--- src/sv/ucsdec_pkg.sv ---
package ucsdec_pkg;

  typedef enum logic [1:0] {
    JOB_CHAR,
    JOB_ERR,
    JOB_TERM
  } job_kind_e;

  // one queued piece of work for the output side
  typedef struct packed {
    job_kind_e   kind;
    logic        four;
    logic [20:0] code;
  } job_t;

  localparam logic [7:0] LEAD2_MASK = 8'hE0;
  localparam logic [7:0] LEAD2_VAL  = 8'hC0;
  localparam logic [7:0] LEAD3_MASK = 8'hF0;
  localparam logic [7:0] LEAD3_VAL  = 8'hE0;
  localparam logic [7:0] LEAD4_MASK = 8'hF8;
  localparam logic [7:0] LEAD4_VAL  = 8'hF0;
  localparam logic [7:0] CONT_MASK  = 8'hC0;
  localparam logic [7:0] CONT_VAL   = 8'h80;
  localparam logic [7:0] TERM_HI    = 8'hFF;
  localparam logic [7:0] TERM_LO    = 8'hFE;

endpackage

--- src/sv/ucsdec_front.sv ---
module ucsdec_front
  import ucsdec_pkg::*;
(
  input  logic       clk_i,
  input  logic       rst_ni,
  input  logic       accept_i,
  input  logic [7:0] in_byte_i,
  input  logic       end_of_text_i,
  output logic       push_o,
  output job_t       job_o
);

  logic [1:0]  owed_q, owed_d;
  logic [20:0] acc_q, acc_d;
  logic        four_q, four_d;
  logic        hold_q, hold_d;
  logic [20:0] acc_cont;

  assign acc_cont = {acc_q[14:0], in_byte_i[5:0]};

  always_comb begin
    owed_d      = owed_q;
    acc_d       = acc_q;
    four_d      = four_q;
    hold_d      = hold_q;
    push_o      = 1'b0;
    job_o.kind  = JOB_ERR;
    job_o.four  = 1'b0;
    job_o.code  = '0;
    if (accept_i) begin
      priority if (end_of_text_i) begin
        owed_d = '0;
        acc_d  = '0;
        four_d = 1'b0;
        hold_d = 1'b0;
        if (!hold_q) begin
          push_o     = 1'b1;
          job_o.kind = (owed_q != 2'd0) ? JOB_ERR : JOB_TERM;
        end
      end else if (hold_q) begin
        // dropping bytes until the end marker
      end else if (owed_q != 2'd0) begin
        if ((in_byte_i & CONT_MASK) != CONT_VAL) begin
          push_o = 1'b1;
          owed_d = '0;
          acc_d  = '0;
          four_d = 1'b0;
          hold_d = 1'b1;
        end else begin
          owed_d = owed_q - 2'd1;
          acc_d  = acc_cont;
          if (owed_q == 2'd1) begin
            push_o     = 1'b1;
            job_o.kind = JOB_CHAR;
            job_o.four = four_q;
            job_o.code = acc_cont;
            acc_d      = '0;
            four_d     = 1'b0;
          end
        end
      end else if (!in_byte_i[7]) begin
        push_o     = 1'b1;
        job_o.kind = JOB_CHAR;
        job_o.code = {13'd0, in_byte_i};
        acc_d      = '0;
        four_d     = 1'b0;
      end else if ((in_byte_i & LEAD2_MASK) == LEAD2_VAL) begin
        acc_d  = {16'd0, in_byte_i[4:0]};
        four_d = 1'b0;
        owed_d = 2'd1;
      end else if ((in_byte_i & LEAD3_MASK) == LEAD3_VAL) begin
        acc_d  = {17'd0, in_byte_i[3:0]};
        four_d = 1'b0;
        owed_d = 2'd2;
      end else if ((in_byte_i & LEAD4_MASK) == LEAD4_VAL) begin
        acc_d  = {18'd0, in_byte_i[2:0]};
        four_d = 1'b1;
        owed_d = 2'd3;
      end else begin
        push_o = 1'b1;
        owed_d = '0;
        acc_d  = '0;
        four_d = 1'b0;
        hold_d = 1'b1;
      end
    end
  end

  always_ff @(posedge clk_i or negedge rst_ni) begin
    if (!rst_ni) begin
      owed_q <= '0;
      acc_q  <= '0;
      four_q <= 1'b0;
      hold_q <= 1'b0;
    end else begin
      owed_q <= owed_d;
      acc_q  <= acc_d;
      four_q <= four_d;
      hold_q <= hold_d;
    end
  end

endmodule

--- src/sv/ucsdec_fifo.sv ---
module ucsdec_fifo
  import ucsdec_pkg::*;
#(
  parameter int Depth = 4
) (
  input  logic clk_i,
  input  logic rst_ni,
  input  logic push_i,
  input  job_t job_i,
  output logic full_o,
  input  logic pop_i,
  output logic valid_o,
  output job_t job_o
);

  localparam int PtrW = (Depth > 1) ? $clog2(Depth) : 1;
  localparam int CntW = $clog2(Depth + 1);
  localparam logic [PtrW-1:0] LastPtr = PtrW'(Depth - 1);
  localparam logic [CntW-1:0] FullCnt = CntW'(Depth);

  job_t            mem_q [Depth];
  logic [PtrW-1:0] wr_q, wr_d, rd_q, rd_d;
  logic [CntW-1:0] cnt_q, cnt_d;

  assign full_o  = (cnt_q == FullCnt);
  assign valid_o = (cnt_q != '0);
  assign job_o   = mem_q[rd_q];

  always_comb begin
    wr_d  = wr_q;
    rd_d  = rd_q;
    cnt_d = cnt_q;
    if (push_i) begin
      wr_d = (wr_q == LastPtr) ? '0 : wr_q + PtrW'(1);
    end
    if (pop_i) begin
      rd_d = (rd_q == LastPtr) ? '0 : rd_q + PtrW'(1);
    end
    unique case ({push_i, pop_i})
      2'b10:   cnt_d = cnt_q + CntW'(1);
      2'b01:   cnt_d = cnt_q - CntW'(1);
      default: cnt_d = cnt_q;
    endcase
  end

  always_ff @(posedge clk_i) begin
    if (push_i) begin
      mem_q[wr_q] <= job_i;
    end
  end

  always_ff @(posedge clk_i or negedge rst_ni) begin
    if (!rst_ni) begin
      wr_q  <= '0;
      rd_q  <= '0;
      cnt_q <= '0;
    end else begin
      wr_q  <= wr_d;
      rd_q  <= rd_d;
      cnt_q <= cnt_d;
    end
  end

endmodule

--- src/sv/ucsdec_back.sv ---
module ucsdec_back
  import ucsdec_pkg::*;
(
  input  logic       clk_i,
  input  logic       rst_ni,
  input  logic       q_valid_i,
  input  job_t       q_job_i,
  output logic       pop_o,
  output logic       out_valid_o,
  input  logic       out_ready_i,
  output logic [7:0] out_byte_o,
  output logic       run_last_o,
  output logic       bad_input_o,
  output logic       terminator_o
);

  localparam logic [1:0] STEP_HI  = 2'd0;
  localparam logic [1:0] STEP_MID = 2'd1;
  localparam logic [1:0] STEP_LO  = 2'd2;

  job_t       job_q;
  logic       job_valid_q;
  logic [1:0] step_q;
  logic       out_valid_q;
  logic [7:0] byte_q;
  logic       last_q, bad_q, term_q;

  logic [7:0] byte_c;
  logic       last_c, bad_c, term_c;
  logic       emit, finish;

  always_comb begin
    byte_c = '0;
    last_c = 1'b1;
    bad_c  = 1'b0;
    term_c = 1'b0;
    unique case (job_q.kind)
      JOB_CHAR: begin
        unique case (step_q)
          STEP_HI:  byte_c = {3'd0, job_q.code[20:16]};
          STEP_MID: byte_c = job_q.code[15:8];
          default:  byte_c = job_q.code[7:0];
        endcase
        last_c = (step_q == STEP_LO);
      end
      JOB_ERR: begin
        bad_c = 1'b1;
      end
      JOB_TERM: begin
        byte_c = (step_q == STEP_HI) ? TERM_HI : TERM_LO;
        last_c = (step_q != STEP_HI);
        term_c = 1'b1;
      end
      default: begin
        bad_c = 1'b1;
      end
    endcase
  end

  // the output register frees up when its transaction completes
  assign emit   = job_valid_q && (!out_valid_q || out_ready_i);
  assign finish = emit && last_c;
  assign pop_o  = q_valid_i && (!job_valid_q || finish);

  always_ff @(posedge clk_i or negedge rst_ni) begin
    if (!rst_ni) begin
      job_valid_q <= 1'b0;
      step_q      <= STEP_HI;
      out_valid_q <= 1'b0;
    end else begin
      if (pop_o) begin
        job_valid_q <= 1'b1;
        step_q      <= (q_job_i.kind == JOB_CHAR && !q_job_i.four) ? STEP_MID : STEP_HI;
      end else if (finish) begin
        job_valid_q <= 1'b0;
      end else if (emit) begin
        step_q <= step_q + 2'd1;
      end
      if (emit) begin
        out_valid_q <= 1'b1;
      end else if (out_ready_i) begin
        out_valid_q <= 1'b0;
      end
    end
  end

  always_ff @(posedge clk_i) begin
    if (pop_o) begin
      job_q <= q_job_i;
    end
    if (emit) begin
      byte_q <= byte_c;
      last_q <= last_c;
      bad_q  <= bad_c;
      term_q <= term_c;
    end
  end

  assign out_valid_o  = out_valid_q;
  assign out_byte_o   = byte_q;
  assign run_last_o   = last_q;
  assign bad_input_o  = bad_q;
  assign terminator_o = term_q;

endmodule

--- src/sv/utf8_to_ucs_bytes_decoder_core.sv ---
// UTF-8 to big-endian code point bytes. One input byte is taken per cycle while
// the job queue (QueueDepth entries) has room; the output side sends one byte
// per cycle while it holds a job and the output is not stalled. A one-, two-
// or three-byte character gives two output bytes, a four-byte character three,
// the end marker two (FF, FE), and an error one. Sustained rate is set by the
// single output byte lane. The first result byte of an input transaction passes
// through the job queue, the job register and the output register.
module utf8_to_ucs_bytes_decoder_core
  import ucsdec_pkg::*;
#(
  parameter int QueueDepth = 4
) (
  input  logic       clk_i,
  input  logic       rst_ni,
  input  logic       in_valid_i,
  output logic       in_ready_o,
  input  logic [7:0] in_byte_i,
  input  logic       end_of_text_i,
  output logic       out_valid_o,
  input  logic       out_ready_i,
  output logic [7:0] out_byte_o,
  output logic       run_last_o,
  output logic       bad_input_o,
  output logic       terminator_o
);

  logic accept;
  logic push, full, pop, q_valid;
  job_t push_job, q_job;

  assign in_ready_o = !full;
  assign accept     = in_valid_i && in_ready_o;

  ucsdec_front u_front (
    .clk_i         (clk_i),
    .rst_ni        (rst_ni),
    .accept_i      (accept),
    .in_byte_i     (in_byte_i),
    .end_of_text_i (end_of_text_i),
    .push_o        (push),
    .job_o         (push_job)
  );

  ucsdec_fifo #(
    .Depth (QueueDepth)
  ) u_fifo (
    .clk_i   (clk_i),
    .rst_ni  (rst_ni),
    .push_i  (push),
    .job_i   (push_job),
    .full_o  (full),
    .pop_i   (pop),
    .valid_o (q_valid),
    .job_o   (q_job)
  );

  ucsdec_back u_back (
    .clk_i        (clk_i),
    .rst_ni       (rst_ni),
    .q_valid_i    (q_valid),
    .q_job_i      (q_job),
    .pop_o        (pop),
    .out_valid_o  (out_valid_o),
    .out_ready_i  (out_ready_i),
    .out_byte_o   (out_byte_o),
    .run_last_o   (run_last_o),
    .bad_input_o  (bad_input_o),
    .terminator_o (terminator_o)
  );

  a_no_push_when_full : assert property (@(posedge clk_i) disable iff (!rst_ni)
    push |-> !full)
    else $error("job pushed into a full queue");

  a_no_pop_when_empty : assert property (@(posedge clk_i) disable iff (!rst_ni)
    pop |-> q_valid)
    else $error("job popped from an empty queue");

  a_error_shape : assert property (@(posedge clk_i) disable iff (!rst_ni)
    (out_valid_o && bad_input_o) |-> (out_byte_o == 8'd0 && run_last_o && !terminator_o))
    else $error("malformed error transaction");

  a_push_needs_accept : assert property (@(posedge clk_i) disable iff (!rst_ni)
    push |-> accept)
    else $error("job pushed without an input transaction");

endmodule

--- config.mk ---
export PLATFORM = sky130hd
export DESIGN_NAME = utf8_to_ucs_bytes_decoder_core
export DESIGN_NICKNAME = d
export VERILOG_FILES = /design/src/sv/ucsdec_pkg.sv /design/src/sv/ucsdec_front.sv /design/src/sv/ucsdec_fifo.sv /design/src/sv/ucsdec_back.sv /design/src/sv/utf8_to_ucs_bytes_decoder_core.sv
export SDC_FILE = /design/constraint.sdc
export NUM_CORES = 1
export LEC_CHECK = 0
export ABC_AREA = 1
export BUFFER_PORTS_ARGS = -buffer_cell sky130_fd_sc_hd__buf_4
export CAP_MARGIN = 20
export CORE_MARGIN = 5
export CORE_UTILIZATION = 45
export CTS_CLUSTER_SIZE = 24
export DETAILED_ROUTE_END_ITERATION = 10
export PLACE_DENSITY_LB_ADDON = 0.08
export SYNTH_ARGS = -nofsm -noshare
export SYNTH_HDL_FRONTEND = slang
export SYNTH_SLANG_ARGS = --single-unit
--- constraint.sdc ---
create_clock -name clk_i -period 2.5 [get_ports clk_i]
set_input_delay 0.125 -clock clk_i [delete_from_list [all_inputs] [get_ports clk_i]]
set_output_delay 0.125 -clock clk_i [all_outputs]
set_load 0.05 [all_outputs]
==> impl_summary.txt <==
----------------------------------------------------
[STA]
  Final number of max-transition violations ... 0
  Setup-violating endpoint count in the final report ... 0
  Worst clock skew ... 8.519 ps
  Final period util ... 0.9326
  Highest clock frequency the design can meet ... 428.9 MHz
  Transition time at the pin with the least slew margin ... 598.0 ps
  Max-Slew Margin vs Limit ... 0.6005
  Final critical delay including setup and external delays ... 2332 ps
  Final hold vios ... 0
  Sum Neg Setup Slack ... 0 ps
  Slack of the critical path ... 168.4 ps

[Route]
  Length of the first detailed-routing pass in iterations ... 4
  Total number of vias ... 4152
  Mean number of vias per cell ... 5.196
  DRT antenna net count ... 0
  Average wire per standard cell ... 16.64 um
  Drc violations ... 0
  Total wire length ... 13300 um
  Iteration-0 DRC Markers ... 283

[Floorplanning]
  Die Wd ... 132.5 um
  Number of I/O pins ... 26
  Area of the placeable core ... 0.01464 mm2
  Vert. Die Dim ... 132.5 um
  Standard-cell row count ... 44
  Initial Util ... 0.4608
  Die ar. ... 0.01754 mm2

[Clock network]
  Root buf cell ... sky130_fd_sc_hd__clkbuf_16
  CTS buffer count ... 17
  Latest clock arrival within the worst-skew pair ... 420 ps
  Clk buf depth ... 2
  Clock slew at reported path FFs ... 60 ps
  Number of sinks on the clock net ... 160
  CTS H-tree depth ... 4
  CTS tree ... done

[Yosys]
  Gate count of the mapped netlist ... 554
  Register bit count reported by yosys ... 160
  Ys async rst share ... 0.1875
  Top-count cell post-synth ... sky130_fd_sc_hd__edfxtp_1
  Seq/Total Area, Yosys ... 0.6898
  Number of enable flip-flop cells after synthesis ... 130
  Synth cell types ... 35
  Most frequent cells after synthesis ... sky130_fd_sc_hd__edfxtp_1 (130), sky130_fd_sc_hd__nand2_1 (75), sky130_fd_sc_hd__nor2_1 (65)
  Main area contributors after synthesis ... sky130_fd_sc_hd__edfxtp_1 (58%), sky130_fd_sc_hd__dfrtp_1 (11%), sky130_fd_sc_hd__o21ai_0 (4.3%)
  Post-synthesis net count ... 579
  Primary flip-flop cell chosen by synthesis mapping ... sky130_fd_sc_hd__edfxtp_1
  Post-synth top area share ... 0.5785
  Mapped cell area ... 0.006748 mm2
  Area leader, netlist ... sky130_fd_sc_hd__edfxtp_1
  Synthesized area per cell ... 12.18 um2
  Number of warnings printed during yosys synthesis ... 0

[Power and ir drop]
  Highest ir drop seen on vdd ... 549.0 uV
  Power per standard cell area ... 1202 mW/mm2
  Static Leakage ... 3.045 nW

[Finish]
  Layout Cells excl Fill ... 799
  Number of nets in the layout ... 627
  Area delta synth->final ... 17.39%
  Design area ... 0.007921 mm2
  Layout filler cell count ... 1254
  Utilization after layout ... 0.5409
  Storage element area ... 0.004654 mm2
  Area taken by multi-input logic gates ... 0.001803 mm2
  Share of post-route cells with drive strength above 1 ... 0.1772
  Number of inserted diodes ... 0

[GRT]
  Pin count of the biggest net entering global routing ... 51
  Number of antenna violations at the first check in global routing ... 0
  Vias in the first global route ... 4101
  Overall overflow remaining after global route ... 0
  Overall Global Routing Usage ... 0.1616
  First-pass GRT wire length ... 21870 um

[Place]
  Setup WS pre-CTS ... 52.69 ps
  Global placement routability congestion ... 0.8506
  Detailed placer's ending HPWL ... 8647 um
  Cell count after placement ... 757
  Port buffer count ... 25
  Placed Area ... 0.007233 mm2

[Worst setup path]
  Maximum fanout along the worst path ... 4
  Crit path cell chain ... inv_1, ha_1, inv_2, nor2_1, nand2_1, nand3_2, nand2_4, nand2_4, ha_1, fa_2, a21oi_1, o21ai_1, xor2_1
  Critical R2R Capture ... u_fifo.cnt_q[2]$_DFFE_PN0P_
  First element of the critical path ... u_front.owed_q[0]$_DFFE_PN0P_
  Number of buffers and inverters on the critical path ... 2
  Worst R2R Start ... u_front.owed_q[0]$_DFFE_PN0P_
  Worst reg-to-reg path cell count ... 13
  Category of cells accounting for the largest share of critical-path delay ... adder cells
  Delay of the slowest critical-path stage ... 400 ps
  WP depth ... 13
  Worst EP arrival ... 2640 ps
  Slowest stage cell on the critical path ... sky130_fd_sc_hd__fa_2
  Capturing instance or port of the critical path ... u_fifo.cnt_q[2]$_DFFE_PN0P_
  Start-to-end type of the worst setup path ... register to register
  Required time at the endpoint of the critical path ... 2800 ps
  Kind of start point of the critical path ... register
  Nature of the critical path endpoint ... register
  Register-to-register setup slack ... 170 ps

[Job]
  Reported max-cap violation count ... 0

[Hold path]
  Path type of the worst min-delay path ... primary input to register
  Beginning of the worst hold path ... end_of_text_i

[Status]
  Result of the run ... finished clean

----------------------------------------------------
## worst min-delay path by stage
stage	cells after the start	to
finish	4	u_front.owed_q[1]$_DFFE_PN0P_
global route	4	u_front.owed_q[0]$_DFFE_PN0P_
CTS	4	u_front.owed_q[1]$_DFFE_PN0P_
detailed placement	1	u_back.step_q[1]$_DFFE_PN0P_
global placement	1	u_back.out_valid_o$_DFFE_PN0P_
floorplan	0	u_back.job_valid_q$_DFFE_PN0P_
## registers in the layout, indices dropped and copies added (netlist names), 2 cells and up
signal and flops:
u_back.step_q 2, u_back.job_q 23, u_front.acc_q 15, u_fifo.wr_q 2, u_fifo.rd_q 2, u_fifo.cnt_q 3, u_front.owed_q 2, u_fifo.mem_q 96
u_back.out_byte_o 8
## area by class of cell
| type | instances | share of cell area |
|---|---|---|
| Timing Repair Buffer | 52 | 0.05813 |
| Multi-Input combinational cell | 321 | 0.2276 |
| Sequential cell | 160 | 0.5876 |
| Clock inverter | 4 | 0.005686 |
| Inverter | 50 | 0.02369 |
| Tap cell | 184 | 0.02906 |
| Clock buffer | 28 | 0.06824 |
## cells in the final DEF, fill, tap and decap left out, types with 5 or more instances in the layout
| cell type | count |
|---|---|
| sky130_fd_sc_hd__clkbuf_16 | 20 |
| sky130_fd_sc_hd__nand2_4 | 5 |
| sky130_fd_sc_hd__a21oi_1 | 11 |
| sky130_fd_sc_hd__nor2_1 | 61 |
| sky130_fd_sc_hd__ha_1 | 11 |
| sky130_fd_sc_hd__inv_2 | 5 |
| sky130_fd_sc_hd__buf_4 | 40 |
| sky130_fd_sc_hd__nand2_1 | 75 |
| sky130_fd_sc_hd__edfxtp_1 | 130 |
| sky130_fd_sc_hd__nand3_1 | 28 |
| sky130_fd_sc_hd__inv_1 | 45 |
| sky130_fd_sc_hd__nor3_2 | 15 |
| sky130_fd_sc_hd__dlygate4sd3_1 | 8 |
| sky130_fd_sc_hd__dfrtp_1 | 30 |
| sky130_fd_sc_hd__o22ai_1 | 22 |
| sky130_fd_sc_hd__clkbuf_1 | 7 |
| sky130_fd_sc_hd__o21ai_0 | 57 |
## timing repair
item,in CTS,in global routing
buffers inserted,0,2
gates resized for setup,0,3
endpoints found under the hold margin,37,0
hold buffers,8,0
setup endpoints to repair,0,1
## per-layer routing
layer	global-route usage	wire length [um]
met2	0.2567	6463
met1	0.2161	6045
met3	0.03797	655
met4	0.06467	131
met5	0	0
## worst register-to-register path, delay by kind of cell, from the launching register on
family,cells,cell delay (ps)
adder cells (fa/ha/maj),3,870
AND/OR/NAND/NOR,5,440
flip-flops,1,390
AO/OA/AOI/OAI,2,220
buffers and inverters,2,160
XOR/XNOR,1,140
## logic make-up after synthesis
kind of cell	after synthesis	share of synthesized area
compound gates	104	0.08752
fa+ha+maj	12	0.02336
buf+inv	73	0.04673
xor+xnor	2	0.002596
simple gates	203	0.1500
flops	160	0.6898
## power breakdown
group	internal, mW	switching (mW)	total, mW
Sequential	3.72	0.250	3.97
Combinational	0.947	2.08	3.03
Clock	1.57	0.948	2.52
## stage by stage
stage          total power, mW  hold WS, ps
2_1_floorplan            6.088       -170.6
3_3_place_gp             7.020        103.9
3_5_place_dp             7.078        106.8
4_1_cts                  9.609        39.15
5_1_grt                  10.15        57.40
6_report                 9.520        57.61
Power figures use the tool's default switching activity.
